<file path="src/rtl/core/rau_pkg.sv">
package rau_pkg;

   localparam int OPND_BITS = 32;
   localparam int RES_BITS  = 64;
   localparam int CMD_BITS  = 3;

   typedef enum logic [CMD_BITS-1:0] {
      CMD_ADD      = 3'd0,
      CMD_SUB      = 3'd1,
      CMD_MUL      = 3'd2,
      CMD_DIV      = 3'd3,
      CMD_SIMPLIFY = 3'd4
   } command_type;

   typedef struct packed {
      logic                       start;
      logic signed [RES_BITS-1:0] dividend;
      logic signed [RES_BITS-1:0] divisor;
   } div_req_type;

   typedef struct packed {
      logic                       done;
      logic signed [RES_BITS-1:0] quotient;
      logic signed [RES_BITS-1:0] remainder;
   } div_rsp_type;

endpackage

</file>
<file path="src/rtl/core/rau_div.sv">
module rau_div import rau_pkg::*; (
   input  logic        clock,
   input  logic        reset,
   input  div_req_type req,
   output div_rsp_type rsp
);

   typedef enum logic [1:0] {
      D_IDLE,
      D_RUN,
      D_FIN
   } div_state_type;

   div_state_type         state_ff;
   logic [5:0]            cnt_ff;
   logic                  neg_q_ff;
   logic                  neg_r_ff;
   logic [RES_BITS-1:0]   dvs_ff;
   logic [RES_BITS:0]     rem_ff;
   logic [RES_BITS-1:0]   quo_ff;
   div_rsp_type           rsp_ff;

   logic [RES_BITS:0]     shifted;
   logic                  ge;
   logic [RES_BITS:0]     rem_in;
   logic [RES_BITS-1:0]   quo_in;

   always_comb begin
      shifted = {rem_ff[RES_BITS-1:0], quo_ff[RES_BITS-1]};
      ge      = shifted >= {1'b0, dvs_ff};
      rem_in  = ge ? shifted - {1'b0, dvs_ff} : shifted;
      quo_in  = {quo_ff[RES_BITS-2:0], ge};
   end

   always_ff @(posedge clock) begin
      if (reset) begin
         state_ff    <= D_IDLE;
         rsp_ff.done <= 1'b0;
      end else begin
         rsp_ff.done <= state_ff == D_FIN;
         case (state_ff)
            D_IDLE: begin
               if (req.start) begin
                  neg_q_ff <= req.dividend[RES_BITS-1] ^ req.divisor[RES_BITS-1];
                  neg_r_ff <= req.dividend[RES_BITS-1];
                  quo_ff   <= req.dividend[RES_BITS-1] ? -req.dividend : req.dividend;
                  dvs_ff   <= req.divisor[RES_BITS-1] ? -req.divisor : req.divisor;
                  rem_ff   <= '0;
                  cnt_ff   <= '1;
                  state_ff <= D_RUN;
               end
            end
            D_RUN: begin
               rem_ff <= rem_in;
               quo_ff <= quo_in;
               cnt_ff <= cnt_ff - 6'd1;
               if (cnt_ff == '0) begin
                  state_ff <= D_FIN;
               end
            end
            D_FIN: begin
               rsp_ff.quotient  <= neg_q_ff ? -quo_ff : quo_ff;
               rsp_ff.remainder <= neg_r_ff ? -rem_ff[RES_BITS-1:0] : rem_ff[RES_BITS-1:0];
               state_ff         <= D_IDLE;
            end
            default: begin
               state_ff <= D_IDLE;
            end
         endcase
      end
   end

   assign rsp = rsp_ff;

endmodule

</file>
<file path="config.mk">
export PLATFORM = sky130hd
export DESIGN_NAME = rau_div
export DESIGN_NICKNAME = d
export VERILOG_FILES = /design/src/rtl/core/rau_pkg.sv /design/src/rtl/core/rau_div.sv
export SDC_FILE = /design/constraint.sdc
export NUM_CORES = 1
export LEC_CHECK = 0
export BUFFER_PORTS_ARGS = -buffer_cell sky130_fd_sc_hd__clkbuf_2
export CORE_ASPECT_RATIO = 0.75
export CORE_UTILIZATION = 55
export DETAILED_ROUTE_END_ITERATION = 10
export PLACE_DENSITY = 0.76
export SLEW_MARGIN = 20
export SYNTH_ARGS = -nofsm -noshare
export SYNTH_HDL_FRONTEND = slang
export SYNTH_SLANG_ARGS = --single-unit
</file>
<file path="constraint.sdc">
create_clock -name clock -period 13 [get_ports clock]
set_input_delay 0 -clock clock [delete_from_list [all_inputs] [get_ports clock]]
set_output_delay 0 -clock clock [all_outputs]
set_load 0.05 [all_outputs]
</file>
* After elaboration in Yosys (flattened, before gate mapping)
Index checks and enable logic that the tools add are counted.
** Cells by class
- Eq/ne operators :: 4
- Bitwise gates (word level) :: 2
- Muxes and demuxes :: 14
- Reductions and logical operators :: 7
- Magnitude comparators :: 1
- Add/sub/neg operators :: 6
** Operators with widths (number)
- 2-to-1 mux 64 bit :: 6
- negator 64 bit :: 4
- case mux 64 bit (2 select lines) :: 2
- greater-or-equal comparator 65 x 64 -> 1 bit :: 1
- subtractor 64 bit :: 1
- 2-to-1 mux 63 bit :: 1
- case mux 6 bit (2 select lines) :: 1
- zero test 6 bit :: 1
- 2-to-1 mux 6 bit :: 1
- AND reduction 3 bit :: 2
- subtractor 6 x 1 -> 6 bit, second input constant :: 1
- 2-to-1 mux 2 bit :: 2
- != test 2 bit, second input constant :: 2
- case mux 2 bit (2 select lines) :: 1
- AND reduction 2 bit :: 2
- == test 2 x 1 -> 1 bit, second input constant :: 1
- == test 2 bit, second input constant :: 1
- zero test 2 bit :: 1
- nonzero test 2 bit :: 1
- NOT 1 bit :: 1
- bitwise XOR 1 bit :: 1
** Word-level totals
- Register bits after elaboration :: 331
- Logic and storage cells :: 45
- Input port bits :: 131
- Output and inout bits :: 129

* Logic depth before layout (Yosys ltp)
Gate-level depths: netlist of run 1.
- Depth in word-level cells :: 4
- Depth in mapped cells :: 15
- Gate-level depth less buffers :: 13

* Least setup slack after synthesis of run 1
OpenSTA, ideal clock, no wires.
- Kind :: register -> register
- From :: register state_ff[1]
- To :: register rsp_ff (netlist bit rsp[0]) (enable)
- Data required time :: 12.202 ns
- Clock period less this slack :: 10.501 ns
- Setup slack :: 2.499 ns
- Data arrival time :: 9.702 ns
- Cell stages (with the launch flop) :: 2
- Library setup time :: 0.798 ns
- Path buffers :: 0
- Cells stage by stage :: dfxtp_1 > nor3b_1
** Between the ends
- Word-level cells in the longest chain between the ends :: 2
** RTL lines
- start, declared :: line rau_div.sv:14 : div_state_type state_ff;
- start signal, assigned :: line rau_div.sv:37 : state_ff <= D_IDLE;
- start signal, assigned :: line rau_div.sv:50 : state_ff <= D_RUN;
- start signal, assigned :: line rau_div.sv:58 : state_ff <= D_FIN;
- == test 2 bit :: line rau_div.sv:41 : case (state_ff)
- AND reduction 2 bit (no source line)
- end, declared :: line rau_div.sv:21 : div_rsp_type rsp_ff;
Every way passes these cells.
A chain may end at the register's enable or synchronous reset.

* Final worst setup path of run 1
- From :: register rem_ff[21]
- To :: register rem_ff[3] (data pin)
** Between the ends
- Word-level cells in the longest chain between the ends :: 3
** RTL lines
- start, declared :: line rau_div.sv:19 : logic [RES_BITS:0] rem_ff;
- start signal, assigned :: line rau_div.sv:54 : rem_ff <= rem_in;
- greater-or-equal comparator 65 x 64 -> 1 bit :: line rau_div.sv:30 : ge = shifted >= {1'b0, dvs_ff};
- 2-to-1 mux 64 bit :: line rau_div.sv:31 : rem_in = ge ? shifted - {1'b0, dvs_ff} : shifted;
- case mux 64 bit (2 select lines) :: line rau_div.sv:41
Every way passes these cells.

==> results_dict.tcl, run 1 <==
set metrics [dict create \
    syn_avg_cell_area_um2 9.82 \
    layout-drive-gt1-share_pct 14.1 \
    yosysWarningCount 0 \
    ys_top_cells_by_area "edfxtp_1, xnor2_1, nand2_1" \
    n_fill_cell 2890 \
    critPathBufInv 1 \
    critPathSlowestCell "and2_1" \
    relSlewSlack_pct 31.3 \
    drv_cap 0 \
    cts.clk_slew.worst_paths_ps 60 \
    num_rows 61 \
    routed_wl_mm 67.1 \
    core_area_um2 37600 \
    cts_resized 0 \
    crit_family "compound AO/OA/AOI/OAI gates" \
    vias 18843 \
    finalWeightedCongestion 1.03 \
    power.leakage_nw 9.45 \
    die-area_um2 39400 \
    synth_fp_nets 2366 \
    status "complete, no violations" \
    slew_violations 0 \
    slowest_delay_ps 610 \
    vdd_drop_max_v 0.0000805 \
    synthCells 2164 \
    track_usage_pct 33.5 \
    crit_type "register to register" \
    cp.required_ps 13250 \
    synth_seq_cells 331 \
    drt-initial-drc-count 2164 \
    fmax_mhz 214 \
    swShare_pct 29.1 \
    ant_nets 0 \
    end_kind "register" \
    ys_types 71 \
    die_h_um 172 \
    synth_area_um2 21300 \
    h-tree-depth 2 \
    die_w_um 229 \
    cp_common_cell "or3b_2" \
    syn_to_final_growth_pct 20.5 \
    final_util_pct 68.2 \
    hold_violations 0 \
    seqPwrFrac_pct 45.0 \
    cp_cell_sequence "ha_1, a211oi_1, nor3b_1, or3b_2, a41oi_1, o221ai_1, o21a_1, o31ai_1, and2_1, buf_4, or3b_2, a21oi_1" \
    pwr-share-comb_pct 20.3 \
    p_total_mw 2.91 \
    crit_path_start_kind "register" \
    clock_skew_ps 19.5 \
    yosysTopAreaCellShare_pct 46.3 \
    fin_hold_ws_ps 76.9 \
    arrival_ps 4920 \
    start_util_pct 56.6 \
    antenna_found_initial 1 \
    viasPerCell 6.17 \
    grt_pass1_wl_mm 101 \
    p_per_area_nw_per_um2 114 \
    cts-root-buf "clkbuf_16" \
    post-route-min-period_ps 4670 \
    power.switching_uw 846 \
    async_reset_ff_share_pct 0 \
    port_buffers 259 \
    synth_edf_count 328 \
    drc 0 \
    numCtsBuffers 35 \
    grt_pass1_vias 17184 \
    p_int_mw 2.06 \
    cts_setup_buffers 0 \
    wire_per_inst_um 22.0 \
    ys_seq_area_share_pct 46.6 \
    yosysTopAreaCell "edfxtp_1" \
    setup_tns_ps 0 \
    clk_latency_ps 550 \
    drt_first_pass_iters 6 \
    clock-sinks 331 \
    hold_path_class "input port to register" \
    finalCritPeriodShare_pct 35.9 \
    io_pins 260 \
    cts_max_path_buffers 3 \
    grt_max_degree 110 \
    grt_overflow 0 \
    dp_hpwl_mm 49.4 \
    rsz0062_at_grt "no" \
    worst_pin_slew_ps 1030 \
    setup_viol 0 \
    fin_nets 2727 \
    cts_hold_buf 153 \
    p_clk_share_pct 34.7 \
    synth_flop_cell "edfxtp_1" \
    crit_fanout 44 \
    cts_tree "yes" \
]
==> cells in the mapped netlist (all sizes together), types with 5 or more instances <==
| cell | n |
|---|---|
| nand2 | 270 |
| a211oi | 20 |
| or4 | 40 |
| o31ai | 65 |
| o211ai | 12 |
| o21ai | 187 |
| o41ai | 44 |
| nor3b | 5 |
| nand2b | 32 |
| nand4 | 31 |
| nand4b | 6 |
| nand3b | 6 |
| a41oi | 5 |
| o21a | 10 |
| nor2b | 11 |
| ha | 70 |
| nor2 | 87 |
| nor4 | 23 |
| inv | 98 |
| buf | 6 |
| or3 | 55 |
| and2 | 8 |
| xnor2 | 211 |
| a21o | 22 |
| a21oi | 142 |
| or2 | 11 |
| nand3 | 50 |
| clkbuf | 96 |
| a31oi | 5 |
| o21bai | 11 |
| xor2 | 88 |
| edfxtp | 328 |
| and3 | 13 |
| nor3 | 43 |
==> per-stage QoR <==
step / std cells / instance area, µm² / setup WS [ps]
final: 3055 / 25600 / 8330
after global routing: 3054 / 25600 / 8100
after CTS: 3053 / 25600 / 8430
after detailed placement: 2839 / 22900 / 8440
after global placement: 2839 / 22900 / 8530
after floorplan: 2164 / 21300 / 2500
==> path summary, 6_finish.rpt <==
| check | start | end | slack (ps) | depth (start not counted) |
|---|---|---|---|---|
| worst max-delay path | rem_ff[21]$_SDFFCE_PN0P_ | rem_ff[3]$_SDFFCE_PN0P_ | 8330 | 12 |
| worst min-delay path | req[103] | quo_ff[39]$_DFFE_PP_ | 80 | 3 |
| worst max register to register | rem_ff[21]$_SDFFCE_PN0P_ | rem_ff[3]$_SDFFCE_PN0P_ | 8330 | 12 |
| worst min register to register | cnt_ff[0]$_SDFFCE_PN1P_ | cnt_ff[0]$_SDFFCE_PN1P_ | 600 | 1 |
==> flip-flops by register name, summed over array words and instances, names as in the netlist <==
signal / count
cnt_ff: 6
dvs_ff: 64
neg_q_ff: 1
neg_r_ff: 1
quo_ff: 64
rem_ff: 64
rsp: 129
state_ff: 2
==> per-layer routing <==
layer | vias to the layer above | routed length, µm | GRT usage (%)
met4 | 0 | 1270 | 7.36
met3 | 112 | 8500 | 8.41
met5 | - | 0 | 0
li1 | 8720 | - | -
met1 | 8910 | 30800 | 52.8
met2 | 1101 | 26500 | 45.4
==> cells by family after synthesis <==
group           count (synthesis)  synth area share [%]
compound gates                555                  16.4
fa+ha+maj                      71                  4.22
flops                         331                  46.6
xor+xnor                      299                  12.3
mux                             3                 0.141
simple gates                  705                  16.8
buf+inv                       200                  3.53
==> area by class of cell <==
class / instances / area, µm² / share of cell area [%]
Multi-Input combinational cell: 1633 / 10600 / 41.5
Sequential cell: 331 / 9910 / 38.7
Timing Repair Buffer: 426 / 2930 / 11.5
Clock buffer: 42 / 902 / 3.52
Tap cell: 504 / 631 / 2.46
Inverter: 98 / 368 / 1.44
Clock inverter: 19 / 233 / 0.909
Antenna cell: 2 / 5.00 / 0.0195
==> power by group through the flow <==
| stage | logic (mW) | registers [mW] | clock network (mW) |
|---|---|---|---|
| after CTS | 0.572 | 1.30 | 1.02 |
| after global placement | 0.527 | 1.32 | 0 |
| after detailed placement | 0.528 | 1.33 | 0 |
| after global routing | 0.642 | 1.31 | 1.06 |
| final | 0.591 | 1.31 | 1.01 |
| after floorplan | 0.370 | 1.31 | 0 |
==> worst register-to-register path, delay by kind of cell, from the launching register on <==
kind / cells / cell delay [ps]
buffers and inverters: 1 / 560
flip-flops: 1 / 480
AO/OA/AOI/OAI: 6 / 1480
adder cells (fa/ha/maj): 1 / 430
AND/OR/NAND/NOR: 4 / 1420
==> cell usage in the layout (no fill, tap or decap), types with 5 or more instances in the layout <==
master	n
o31ai_1	65
a41oi_1	5
and3_1	13
nand2b_1	30
xnor2_1	211
ha_1	70
inv_1	98
o21a_1	10
nand3_1	50
nor2b_1	10
a31oi_1	5
or2_2	9
o211ai_1	12
clkbuf_1	7
a21oi_1	142
o21ai_0	185
nand3b_1	6
nand2_1	270
and2_1	8
o21bai_1	11
nor2_1	87
or3_1	54
clkbuf_2	259
nor3_1	41
nand4_1	30
nor4_1	22
or4_1	37
clkbuf_16	35
clkinv_2	7
a21o_1	22
edfxtp_1	328
buf_4	14
o41ai_1	42
nand4b_1	6
a211oi_1	20
dlygate4sd3_1	153
xor2_1	88
Note: power is estimated with default switching activity, not from simulation.
==> inputs of run 2 (changes only) <==
- clock period: 13 -> 4.54 ns (I/O delays scaled with it)
==> run 2 against run 1 <==
  * Via count down 0.89%
  * First-iteration DRC count down 6.5%
  * Clock skew up 11 ps
  * Critical endpoint is now dvs_ff[61]$_DFFE_PP_
  * Die area unchanged
  * Count of clock-buffer cells in the layout up 3
  * Register-to-register slack worse by 8000 ps
  * Power rose to 2.8 times the previous value
  * Clock power rose to 2.8 times the previous value
==> results_dict.tcl, run 2 (synthesized netlist as in run 1, its figures left out) <==
set metrics [dict create \
    status "complete, no violations" \
    core_area_um2 37600 \
    grt_max_degree 129 \
    wire_per_inst_um 20.7 \
    die_w_um 229 \
    routed_wl_mm 63.7 \
    cp_common_cell "or4_4" \
    fmax_mhz 229 \
    largest_register_ffs 129 \
    rsz0062_at_grt "no" \
    power.leakage_nw 9.60 \
    grt_pass1_wl_mm 97.4 \
    n_fill_cell 2882 \
    multi_input_area_um2 10700 \
    fin_nets 2749 \
    die_h_um 172 \
    dp_hpwl_mm 47.0 \
    grt_pass1_vias 17085 \
    vdd_drop_max_v 0.000220 \
    cts-root-buf "clkbuf_16" \
    port_buffers 259 \
    ant_nets 0 \
    vias 18675 \
    syn_to_final_growth_pct 21.5 \
    cp_cell_sequence "dlygate4sd3_1, clkbuf_2, or4_4, nor4_4, nand4_2, or4_4, or4_4, or4_4, nand2b_4, nand2b_1, o41ai_2, xnor2_1, dlygate4sd3_1" \
    viasPerCell 6.07 \
    stdcell_area_um2 25800 \
    hold_violations 0 \
    crit_fanout 5 \
    grt_overflow 0 \
    cts_setup_buffers 0 \
    worst_pin_slew_ps 844 \
    regArea_um2 9910 \
    crit_family "simple AND/OR/NAND/NOR gates" \
    numCtsBuffers 36 \
    critPathSlowestCell "or4_4" \
    drc 0 \
    pwr-share-comb_pct 20.6 \
    cts.clk_slew.worst_paths_ps 60 \
    drt_first_pass_iters 6 \
    p_clk_share_pct 34.2 \
    antenna_found_initial 2 \
    setup_tns_ps 0 \
    end_kind "register" \
    drt-initial-drc-count 2023 \
    clock_skew_ps 30.6 \
    placed_cell_area_um2 23200 \
    num_rows 61 \
    clk_latency_ps 540 \
    arrival_ps 4630 \
    setup_viol 0 \
    cts_max_path_buffers 3 \
    die-area_um2 39400 \
    crit_type "input port to register" \
    layout-drive-gt1-share_pct 15.1 \
    power.switching_mw 2.39 \
    io_pins 260 \
    h-tree-depth 2 \
    drv_cap 0 \
    layout_commonest_cell "edfxtp_1" \
    swShare_pct 29.0 \
    crit_path_start_kind "input port" \
    critPathBufInv 3 \
    p_per_area_nw_per_um2 320 \
    start_util_pct 56.6 \
    seqPwrFrac_pct 45.2 \
    hold_path_class "input port to register" \
    track_usage_pct 31.9 \
    setup_ws_ps 173 \
    place_ws_ps 368 \
    slew_violations 0 \
    finalCritPeriodShare_pct 96.2 \
    finalWeightedCongestion 0.965 \
    cts_tree "yes" \
    clock-sinks 331 \
    post-route-min-period_ps 4370 \
    relSlewSlack_pct 43.0 \
    slowest_delay_ps 580 \
    p_int_mw 5.86 \
    cp.required_ps 4810 \
    final_cell_mix "edfxtp_1, nand2_1, clkbuf_2" \
]
==> run 2: cell count changes in the layout (fill, tap and decap cells not counted), sizes merged <==
cell          delta
clkbuf           +3
bufinv           -2
clkinvlp         -1
dlygate4sd3      -7
diode            -1
buf             +27
dlymetal6s4s     +1
inv              +2
==> run 2: layer usage <==
metal	up-vias	GRT usage [%]	part of all wire [%]
li1	8776	-	-
met1	8842	49.5	47
met2	951	44.5	40
met3	104	7.55	11
met4	2	6.72	1.8
met5	-	0	0.020
==> run 2: worst paths after layout <==
check	to	cells after the start	slack (ps)	from
hold / removal	quo_ff[42]$_DFFE_PP_	3	20	req[106]
setup / recovery	dvs_ff[61]$_DFFE_PP_	13	170	req[5]
setup reg to reg	rsp[125]$_DFFE_PP_	10	340	quo_ff[11]$_DFFE_PP_
hold reg to reg	rsp[64]$_DFFE_PP_	0	580	quo_ff[0]$_DFFE_PP_
==> run 2: tightest hold or removal path, cell delays in order <==
cell and delay, ps:
clkbuf_2 140, xor2_1 120, o21ai_0 180
==> run 2: layout make-up <==
class                           instances  share of cell area [%]
Antenna cell                            1                 0.00969
Clock buffer                           45                    3.62
Clock inverter                         18                   0.644
Inverter                               98                    1.42
Multi-Input combinational cell       1633                    41.2
Sequential cell                       331                    38.4
Tap cell                              504                    2.44
Timing Repair Buffer                  447                    12.3
==> run 2: metrics by stage <==
step	util (%)	instances	hold slack [ps]	total power, mW
2_1_floorplan	-	2164	75.8	4.79
5_1_grt	68.8	3077	29.3	8.56
3_5_place_dp	61.9	2866	223	5.32
3_3_place_gp	61.9	2866	227	5.29
4_1_cts	68.7	3076	1.74	8.24
6_report	68.8	3077	23.8	8.25
==> run 2: timing repair <==
action | in CTS | in global routing
endpoints found under the setup margin | 0 | 1
gates resized for setup | 0 | 3
hold buffers | 147 | 0
endpoints found under the hold margin | 132 | 0
==> run 2: power groups by stage <==
stage          Combinational (mW)  Clock [mW]  Sequential, mW
3_3_place_gp                 1.51           0            3.77
4_1_cts                      1.66        2.86            3.72
3_5_place_dp                 1.54           0            3.78
2_1_floorplan                1.06           0            3.73
6_report                     1.70        2.82            3.73
5_1_grt                      1.86        2.97            3.74
